`src/rtl/lrle_pkg.sv`:
```
// Shared types and constants of the Life RLE pattern decoder
`timescale 1ns / 1ps
package lrle_pkg;

    localparam int GRID_WIDTH_DEF  = 1024;
    localparam int GRID_HEIGHT_DEF = 512;

    localparam logic [9:0] COUNT_MAX = 10'd1023;

    localparam logic [7:0] CH_BANG   = 8'h21;
    localparam logic [7:0] CH_HASH   = 8'h23;
    localparam logic [7:0] CH_DOLLAR = 8'h24;
    localparam logic [7:0] CH_ZERO   = 8'h30;
    localparam logic [7:0] CH_NINE   = 8'h39;
    localparam logic [7:0] CH_B      = 8'h62;
    localparam logic [7:0] CH_O      = 8'h6F;
    localparam logic [7:0] CH_X      = 8'h78;
    localparam logic [7:0] CH_NL     = 8'h0A;

    localparam logic CFG_ORIGIN_X = 1'b0;
    localparam logic CFG_ORIGIN_Y = 1'b1;

    localparam int FIFO_DEPTH = 4;
    localparam int FIFO_AW    = $clog2(FIFO_DEPTH);

    typedef enum logic [2:0] {
        TK_NONE,
        TK_DIGIT,
        TK_RUN,
        TK_ROW,
        TK_END
    } t_tok_kind;

    typedef struct packed {
        logic       start;
        t_tok_kind  kind;
        logic [3:0] arg;
    } t_token;

endpackage

```
`src/rtl/lrle_front.sv`:
```
// Front end: tracks header/body phase and turns characters into tokens
`timescale 1ns / 1ps
module lrle_front
    import lrle_pkg::*;
(
    input  logic       i_clk,
    input  logic       i_rst_n,
    input  logic       i_accept,
    input  logic [7:0] i_char,
    output logic       o_emit,
    output t_token     o_token
);

    typedef enum logic [1:0] {
        PH_HEADER,
        PH_SKIPLINE,
        PH_BODY,
        PH_DONE
    } t_phase;

    t_phase     r_phase;
    t_phase     n_phase;
    t_tok_kind  body_kind;
    logic [3:0] body_arg;

    always_comb begin
        body_arg = 4'd0;
        if (i_char >= CH_ZERO && i_char <= CH_NINE) begin
            body_kind = TK_DIGIT;
            body_arg  = i_char[3:0];
        end else if (i_char == CH_B || i_char == CH_O) begin
            body_kind = TK_RUN;
            body_arg  = {3'b000, i_char == CH_O};
        end else if (i_char == CH_DOLLAR) begin
            body_kind = TK_ROW;
        end else if (i_char == CH_BANG) begin
            body_kind = TK_END;
        end else begin
            body_kind = TK_NONE;
        end
    end

    always_comb begin
        n_phase       = r_phase;
        o_emit        = 1'b0;
        o_token.start = 1'b0;
        o_token.kind  = body_kind;
        o_token.arg   = body_arg;
        case (r_phase)
            PH_HEADER: begin
                if (i_char == CH_HASH || i_char == CH_X) begin
                    n_phase = PH_SKIPLINE;
                end else if (i_char != CH_NL) begin
                    o_emit        = 1'b1;
                    o_token.start = 1'b1;
                    n_phase       = (body_kind == TK_END) ? PH_DONE : PH_BODY;
                end
            end
            PH_SKIPLINE: begin
                if (i_char == CH_NL) begin
                    n_phase = PH_HEADER;
                end
            end
            PH_BODY: begin
                o_emit = (body_kind != TK_NONE);
                if (body_kind == TK_END) begin
                    n_phase = PH_DONE;
                end
            end
            PH_DONE: begin
                n_phase = PH_DONE;
            end
            default: begin
                n_phase = PH_HEADER;
            end
        endcase
    end

    always_ff @(posedge i_clk) begin
        if (!i_rst_n) begin
            r_phase <= PH_HEADER;
        end else if (i_accept) begin
            r_phase <= n_phase;
        end
    end

endmodule

```
`src/rtl/lrle_fifo.sv`:
```
// Short token queue between front and back ends
`timescale 1ns / 1ps
module lrle_fifo
    import lrle_pkg::*;
(
    input  logic   i_clk,
    input  logic   i_rst_n,
    input  logic   i_push,
    input  t_token i_token,
    input  logic   i_pop,
    output logic   o_full,
    output logic   o_valid,
    output t_token o_token
);

    t_token             r_mem [FIFO_DEPTH];
    logic [FIFO_AW-1:0] r_wr;
    logic [FIFO_AW-1:0] r_rd;
    logic [FIFO_AW:0]   r_cnt;
    logic               push_ok;
    logic               pop_ok;

    assign o_full  = (r_cnt == (FIFO_AW + 1)'(FIFO_DEPTH));
    assign o_valid = (r_cnt != '0);
    assign o_token = r_mem[r_rd];
    assign push_ok = i_push && !o_full;
    assign pop_ok  = i_pop && o_valid;

    always_ff @(posedge i_clk) begin
        if (push_ok) begin
            r_mem[r_wr] <= i_token;
        end
    end

    always_ff @(posedge i_clk) begin
        if (!i_rst_n) begin
            r_wr  <= '0;
            r_rd  <= '0;
            r_cnt <= '0;
        end else begin
            if (push_ok) begin
                r_wr <= r_wr + 1'b1;
            end
            if (pop_ok) begin
                r_rd <= r_rd + 1'b1;
            end
            case ({push_ok, pop_ok})
                2'b10:   r_cnt <= r_cnt + 1'b1;
                2'b01:   r_cnt <= r_cnt - 1'b1;
                default: r_cnt <= r_cnt;
            endcase
        end
    end

endmodule

```
`src/rtl/lrle_back.sv`:
```
// Back end: run count, cursor, clipping and the result register
`timescale 1ns / 1ps
module lrle_back
    import lrle_pkg::*;
#(
    parameter int GRID_WIDTH  = GRID_WIDTH_DEF,
    parameter int GRID_HEIGHT = GRID_HEIGHT_DEF
) (
    input  logic       i_clk,
    input  logic       i_rst_n,
    input  logic       i_tok_valid,
    input  t_token     i_token,
    output logic       o_pop,
    input  logic [9:0] i_origin_x,
    input  logic [8:0] i_origin_y,
    input  logic       i_out_ready,
    output logic       o_valid,
    output logic [9:0] o_run_x,
    output logic [8:0] o_run_y,
    output logic [9:0] o_run_length,
    output logic       o_alive,
    output logic       o_clipped,
    output logic       o_pattern_end
);

    localparam int XW  = $clog2(GRID_WIDTH + 1);
    localparam int YW  = $clog2(GRID_HEIGHT + 1);
    localparam int XSW = ((XW > 10) ? XW : 10) + 1;
    localparam int YSW = ((YW > 10) ? YW : 10) + 1;
    localparam logic [XSW-1:0] GW = XSW'(GRID_WIDTH);
    localparam logic [YSW-1:0] GH = YSW'(GRID_HEIGHT);

    logic [XW-1:0] r_cx, n_cx;
    logic [YW-1:0] r_cy, n_cy;
    logic [9:0]    r_count, n_count;
    logic          r_seen, n_seen;
    logic          r_valid, n_valid;
    logic [9:0]    r_run_x, n_run_x;
    logic [8:0]    r_run_y, n_run_y;
    logic [9:0]    r_len, n_len;
    logic          r_alive, n_alive;
    logic          r_clip, n_clip;
    logic          r_end, n_end;

    logic [XSW-1:0] ox_ext, ox_cl, cx_ext, nx_ext, avail, x_sum, len_ext;
    logic [YSW-1:0] oy_ext, oy_cl, cy_ext, ny_ext, y_sum;
    logic [9:0]     cnt_base, n_take;
    logic           seen_base, off_grid;
    logic [13:0]    prod;
    logic           has_out;

    always_comb begin
        ox_ext = XSW'(i_origin_x);
        ox_cl  = (ox_ext > GW) ? GW : ox_ext;
        oy_ext = YSW'(i_origin_y);
        oy_cl  = (oy_ext > GH) ? GH : oy_ext;

        cx_ext    = i_token.start ? ox_cl : XSW'(r_cx);
        cy_ext    = i_token.start ? oy_cl : YSW'(r_cy);
        cnt_base  = i_token.start ? 10'd0 : r_count;
        seen_base = i_token.start ? 1'b0 : r_seen;
        n_take    = seen_base ? cnt_base : 10'd1;

        off_grid = (cx_ext >= GW) || (cy_ext >= GH);
        avail    = GW - cx_ext;
        len_ext  = (XSW'(n_take) > avail) ? avail : XSW'(n_take);
        x_sum    = cx_ext + XSW'(n_take);
        nx_ext   = (x_sum > GW) ? GW : x_sum;
        y_sum    = cy_ext + YSW'(n_take);
        ny_ext   = (y_sum > GH) ? GH : y_sum;

        prod = (14'(cnt_base) << 3) + (14'(cnt_base) << 1) + 14'(i_token.arg);
    end

    assign has_out = (i_token.kind == TK_RUN) || (i_token.kind == TK_END);
    assign o_pop   = i_tok_valid && (!has_out || !r_valid || i_out_ready);

    always_comb begin
        n_cx     = r_cx;
        n_cy     = r_cy;
        n_count  = r_count;
        n_seen   = r_seen;
        n_run_x  = r_run_x;
        n_run_y  = r_run_y;
        n_len    = r_len;
        n_alive  = r_alive;
        n_clip   = r_clip;
        n_end    = r_end;
        n_valid  = i_out_ready ? 1'b0 : r_valid;
        if (o_pop) begin
            n_cx    = cx_ext[XW-1:0];
            n_cy    = cy_ext[YW-1:0];
            n_count = cnt_base;
            n_seen  = seen_base;
            case (i_token.kind)
                TK_DIGIT: begin
                    n_count = (prod > 14'(COUNT_MAX)) ? COUNT_MAX : prod[9:0];
                    n_seen  = 1'b1;
                end
                TK_RUN: begin
                    n_valid = 1'b1;
                    n_run_x = cx_ext[9:0];
                    n_run_y = cy_ext[8:0];
                    n_len   = off_grid ? 10'd0 : len_ext[9:0];
                    n_clip  = off_grid || (XSW'(n_take) > avail);
                    n_alive = i_token.arg[0];
                    n_end   = 1'b0;
                    n_cx    = nx_ext[XW-1:0];
                    n_count = 10'd0;
                    n_seen  = 1'b0;
                end
                TK_ROW: begin
                    n_cy    = ny_ext[YW-1:0];
                    n_cx    = ox_cl[XW-1:0];
                    n_count = 10'd0;
                    n_seen  = 1'b0;
                end
                TK_END: begin
                    n_valid = 1'b1;
                    n_run_x = cx_ext[9:0];
                    n_run_y = cy_ext[8:0];
                    n_len   = 10'd0;
                    n_clip  = 1'b0;
                    n_alive = 1'b0;
                    n_end   = 1'b1;
                    n_count = 10'd0;
                    n_seen  = 1'b0;
                end
                default: begin
                    n_count = cnt_base;
                end
            endcase
        end
    end

    always_ff @(posedge i_clk) begin
        if (!i_rst_n) begin
            r_cx    <= '0;
            r_cy    <= '0;
            r_count <= '0;
            r_seen  <= 1'b0;
            r_valid <= 1'b0;
        end else begin
            r_cx    <= n_cx;
            r_cy    <= n_cy;
            r_count <= n_count;
            r_seen  <= n_seen;
            r_valid <= n_valid;
        end
    end

    always_ff @(posedge i_clk) begin
        r_run_x <= n_run_x;
        r_run_y <= n_run_y;
        r_len   <= n_len;
        r_alive <= n_alive;
        r_clip  <= n_clip;
        r_end   <= n_end;
    end

    assign o_valid       = r_valid;
    assign o_run_x       = r_run_x;
    assign o_run_y       = r_run_y;
    assign o_run_length  = r_len;
    assign o_alive       = r_alive;
    assign o_clipped     = r_clip;
    assign o_pattern_end = r_end;

endmodule

```
`src/rtl/life_rle_pattern_decoder.sv`:
```
// Top level: characters in, one word per cell run or end marker out.
// The word for a run or end marker passes through the token queue and the output register.
// One character is accepted per cycle while the token queue is not full.
// Words drain one per cycle when ready; a stalled output backs up through the four-entry queue.
// Reset (synchronous, active low): header phase, empty queue, count cleared, cursor and
// origins at zero, no word pending.
`timescale 1ns / 1ps
module life_rle_pattern_decoder
    import lrle_pkg::*;
#(
    parameter int GRID_WIDTH  = GRID_WIDTH_DEF,
    parameter int GRID_HEIGHT = GRID_HEIGHT_DEF
) (
    input  logic        i_clk,
    input  logic        i_rst_n,
    input  logic        s_axis_tvalid,
    output logic        s_axis_tready,
    input  logic [7:0]  s_axis_tdata,   // char_in
    output logic        m_axis_tvalid,
    input  logic        m_axis_tready,
    output logic [31:0] m_axis_tdata,   // run_x, run_y, run_length, clipped, zero pad
    output logic        m_axis_tuser,   // alive
    output logic        m_axis_tlast,   // pattern_end
    input  logic        i_cfg_valid,
    output logic        o_cfg_ready,
    input  logic        i_cfg_index,
    input  logic [9:0]  i_cfg_data
);

    logic       sel_origin_x;
    logic [9:0] r_ox;
    logic [8:0] r_oy;
    logic       in_accept;
    logic       emit;
    t_token     front_tok;
    logic       fifo_full;
    logic       fifo_valid;
    t_token     fifo_tok;
    logic       pop;
    logic [9:0] run_x;
    logic [8:0] run_y;
    logic [9:0] run_length;
    logic       clipped;

    assign o_cfg_ready   = 1'b1;
    assign s_axis_tready = !fifo_full;
    assign in_accept     = s_axis_tvalid && s_axis_tready;
    assign sel_origin_x  = (i_cfg_index == CFG_ORIGIN_X);

    always_ff @(posedge i_clk) begin
        if (!i_rst_n) begin
            r_ox <= '0;
            r_oy <= '0;
        end else if (i_cfg_valid) begin
            if (sel_origin_x) begin
                r_ox <= i_cfg_data;
            end else if (i_cfg_index == CFG_ORIGIN_Y) begin
                r_oy <= i_cfg_data[8:0];
            end
        end
    end

    lrle_front u_front (
        .i_clk   (i_clk),
        .i_rst_n (i_rst_n),
        .i_accept(in_accept),
        .i_char  (s_axis_tdata),
        .o_emit  (emit),
        .o_token (front_tok)
    );

    lrle_fifo u_fifo (
        .i_clk  (i_clk),
        .i_rst_n(i_rst_n),
        .i_push (in_accept && emit),
        .i_token(front_tok),
        .i_pop  (pop),
        .o_full (fifo_full),
        .o_valid(fifo_valid),
        .o_token(fifo_tok)
    );

    lrle_back #(
        .GRID_WIDTH (GRID_WIDTH),
        .GRID_HEIGHT(GRID_HEIGHT)
    ) u_back (
        .i_clk        (i_clk),
        .i_rst_n      (i_rst_n),
        .i_tok_valid  (fifo_valid),
        .i_token      (fifo_tok),
        .o_pop        (pop),
        .i_origin_x   (r_ox),
        .i_origin_y   (r_oy),
        .i_out_ready  (m_axis_tready),
        .o_valid      (m_axis_tvalid),
        .o_run_x      (run_x),
        .o_run_y      (run_y),
        .o_run_length (run_length),
        .o_alive      (m_axis_tuser),
        .o_clipped    (clipped),
        .o_pattern_end(m_axis_tlast)
    );

    assign m_axis_tdata = {2'b00, clipped, run_length, run_y, run_x};

endmodule

```
`config.mk`:
```
export PLATFORM = sky130hd
export DESIGN_NAME = life_rle_pattern_decoder
export DESIGN_NICKNAME = d
export VERILOG_FILES = /design/src/rtl/lrle_pkg.sv /design/src/rtl/lrle_front.sv /design/src/rtl/lrle_fifo.sv /design/src/rtl/lrle_back.sv /design/src/rtl/life_rle_pattern_decoder.sv
export SDC_FILE = /design/constraint.sdc
export NUM_CORES = 1
export LEC_CHECK = 0
export ABC_AREA = 1
export BUFFER_PORTS_ARGS = -buffer_cell sky130_fd_sc_hd__buf_2
export CORE_UTILIZATION = 45
export DETAILED_ROUTE_END_ITERATION = 10
export GPL_TIMING_DRIVEN = 0
export RECOVER_POWER = 50
export SYNTH_ARGS = -nofsm -noshare
export SYNTH_HDL_FRONTEND = slang
export SYNTH_HIERARCHICAL = 1
export SYNTH_SLANG_ARGS = --single-unit
```
`constraint.sdc`:
```
create_clock -name i_clk -period 3.81 [get_ports i_clk]
set_input_delay 0.9525 -clock i_clk [delete_from_list [all_inputs] [get_ports i_clk]]
set_output_delay 0.9525 -clock i_clk [all_outputs]
set_load 0.05 [all_outputs]
```
==> summary by stage <==
Synth
The dominant combinational cell family by area after synthesis is simple AND/OR/NAND/NOR gates. The sequential area share after synthesis is 0.3727. Of the total synthesized cell area, the portion taken by AND, OR, NAND and NOR gates is 0.2870. The complex-gate fraction of the synthesized area is 0.1226. The instance count of the mapped netlist is approximately 1200. Measured against the total synthesized area, the mux share comes to 0.008204. By area the synthesized netlist is led by edfxtp_1 (23%), dfxtp_1 (15%), nand2_1 (11%), nor2_1 (8.2%), ha_1 (8.1%).

The share of flip-flops with an asynchronous set or reset after synthesis is 0. The count of cell types in the netlist is 48. The post-synthesis cell area is ~0.0085 mm².

The post-synthesis register bit count is 127. The count of warnings emitted by yosys is 6. The most frequently used flop master after synthesis is edfxtp_1. The number of flops mapped to enable cells by yosys is 64. Summed over all instances, the cell type with the most area after synthesis is edfxtp_1.

Each instance of the synthesized netlist takes up on average roughly 7.2 µm². Of the total synthesized cell area, the portion taken by XOR and XNOR cells is 0.01948. The top-area cell type share of the netlist area is 0.2250. The adder and majority cell fraction of the synthesized area is 0.08995.

Worst hold path
The path class of the tightest hold or removal check is reg2reg.

Final layout
The area growth from synthesis to layout is 18.05%. The number of nets in the finished design is 1355. Leaving out fill and tap cells, the most frequent cells in the layout are nand2_1 (241), nor2_1 (174), inv_1 (158), a21oi_1 (80), nand3_1 (75). The layout cell share with drive strength beyond 1 is 0.1572. 0 antenna diodes ended up in the layout. Once layout is complete, the cells apart from fillers number ~1500. The leading cell type in the layout, fill and taps excluded is nand2_1.

Timing
Adding up every negative setup slack in the final design gives 0 ns. The final period demand of the worst path is 3.697 ns. The transition at the pin with the smallest max-transition slack is slightly above 0.8 ns.

The worst path meets setup with ~0.11 ns of slack. The fraction of the cycle the final worst path needs is 0.9704. The number of slew-limit violations in the final report is 0. The hold violation total from the final report is 0.

In this run the tightest slew margin relative to its limit is 0.4458. Derived from the worst setup path, the maximum achievable clock frequency is between 200 and 300 MHz. The final-report setup violation count is 0. The worst clock skew on the final layout is about 0.0081 ns.

Setup path
The kind of cell adding the most delay to the critical path is simple AND/OR/NAND/NOR gates. The worst setup path is captured at a flip-flop. The worst setup path is launched from a flip-flop. The endpoint arrival time on the critical path is ~3.9 ns. The required time of the worst setup path is slightly below 4 ns. On the critical path, the stage with the largest delay is an instance of dfxtp_4. Counting both buffers and inverters, the worst setup path holds a total of 6. Of all nets on the critical path, the largest fanout is 10. The path type of the worst setup path is reg2reg. The cell type with the highest occurrence count on the critical path is nand2_1. On the worst path, the slowest cell contributes a delay of about 0.37 ns.

Global route
The pin count of the biggest net entering global routing is 34. The number of antenna violations at the first check in global routing is 0. After global routing the overflow that remains totals 0. The number of global-route vias before repair is between 7000 and 8000. For this run, the total global-route usage over all layers was measured as 0.2332. The first global-routing pass estimated 35780 µm of wire.

Floorplan
The effective utilization at floorplan is 0.4581. After floorplanning, the core was divided into 50 placement rows. The die is about 140 µm tall. In this run the count of I/O pins placed on the die edge is 61. The die outline width is between 100 and 150 µm.

The floorplan step defined a die boundary enclosing 0.01953 mm². The floorplan step defined a core boundary enclosing ~0.019 mm².

Pwr
The ratio of total power to cell area is between 700 and 800 mW/mm². The total power of the final layout is around 0.008 W. The leakage power total is approximately 4.7 nW. VDD sags by at most between 0.4 and 0.5 mV.

Placed design
The total placed cells including tap cells is between 1000 and 1500. Prior to clock tree synthesis, the placed netlist has a worst setup slack of -0.6542 ns. The count of port buffers added during placement is 57. The routability congestion estimate from global placement is slightly above 0.9. Detailed placement finished with a half-perimeter wire length of approximately 17000 µm.

Detailed routing
In the routed design, unresolved DRC markers number 0. After the first detailed-routing iteration, the DRC count stood at 486. The post-detailed-route via-to-cell ratio is approximately 5.1. The wire length reported by the detailed router is approximately 22000 µm. In the final routed layout, each cell accounts on average for around 15 µm.

In this run the remaining antenna-violating nets after routing total 0. The via count is 7794. For this run, the detailed router's first-pass iteration total came to 7.

Run status
The flow ran to the end, and the final reports show no timing, DRC or antenna violations.

Clocking
The total clock buffers created by CTS is 17. The count of hold-fix buffers inserted at cts is 0. The TritonCTS clock tree is built. The later pin in the worst-skew pair is clocked with a latency of about 0.42 ns. The clock sink total is about 130. The cell at the root of the clock tree is clkbuf_16. The worst-case clock buffer depth is 2. The clock-pin slew on the worst setup and hold paths is 0.06 ns.

The H-tree generated during clock tree synthesis spans 4 levels.

Flow run
Max-cap violations in this run came to 0.
[final timing paths]
path | from | cells past startpoint | slack [ns] | to
worst min register to register | u_back/r_cy[9] | 2 | 0.47 | u_back/r_cy[9]
worst max register to register | flip-flop | 25 | 0.11 | u_back/o_run_length[1]
worst max-delay path | flip-flop | 25 | 0.11 | u_back/o_run_length[1]
worst min-delay path | u_back/r_cy[9] | 2 | 0.47 | u_back/r_cy[9]
[state kept, by name (all words and copies together), names as in the netlist, 2 cells and up, named ones only]
name	count
u_fifo/r_mem	32
u_front/r_phase	2
u_back/o_run_length	10
u_back/r_cx	11
u_fifo/r_cnt	3
u_back/o_run_y	9
u_fifo/r_rd	2
u_back/o_run_x	10
r_oy	9
r_ox	10
u_back/r_count	10
u_fifo/r_wr	2
u_back/r_cy	10
[stage by stage]
step	hold slack, ns	area [µm²]	util
CTS	0.4702	9813	0.5264
floorplan	0.4426	8544	-
global route	0.4974	10080	0.5408
detailed placement	0.4616	9123	0.4893
finish	0.4740	10080	0.5408
global placement	0.4532	9123	0.4893
[layout make-up]
class,instances,area (µm²)
Fill cell,1832,8561
Multi-Input combinational cell,855,4745
Sequential cell,127,3191
Inverter,167,629.4
Clock buffer,18,439.2
Timing Repair Buffer,69,395.4
Tap cell,234,292.8
Buffer,35,260.3
Clock inverter,14,130.1
[routing by layer]
layer,global-route usage,wire [µm],up-vias
met1,0.3292,11040,3564
met5,0,0,-
met4,0.06883,208,0
li1,-,-,4036
met2,0.3716,10180,179
met3,0.02994,1070,15
[cells by family (layout without fill, tap and decap cells)]
kind of cell / count (synthesis) / after routing
DFF: 127 / 127
and+or+nand+nor: 574 / 575
muxes: 7 / 7
buffers and inverters: 203 / 303
xor gates and xnor gates: 19 / 20
other: 2 / 3
AOI/OAI and AO/OA: 191 / 191
adders and majority gates: 59 / 59
[Yosys cell counts (all sizes together), types with 2 or more instances]
cell	number
ha	55
mux2i	7
or2	4
edfxtp	64
o22ai	8
nand3b	8
xor2	13
a21oi	85
clkbuf	18
xnor2	6
dfxtp	63
buf	18
conb	2
a221oi	10
nand3	77
nor2	197
nor3	14
nand2	263
fa	4
and3	3
o21ai	80
inv	166
nand4	7
[tightest hold or removal path: stages, from the launching register on]
cell	delay [ns]
dfxtp_1	0.31
nand2_1	0.06
a21oi_1	0.06
[where the power goes]
| part | leakage (nW) | total, W | internal, W | switching [W] |
|---|---|---|---|---|
| clock | 0.276 | 0.00158 | 0.000925 | 0.000650 |
| sequential | 1.11 | 0.00203 | 0.00188 | 0.000150 |
| combinational | 3.33 | 0.00441 | 0.00138 | 0.00304 |
[repair_timing]
action / CTS / global route
cloned: 2 / 2
setup endpoints to repair: 41 / 42
resized for setup: 30 / 54
buffers inserted: 0 / 9
pin swaps: 3 / 5
Note: power is estimated with default switching activity, not from simulation.
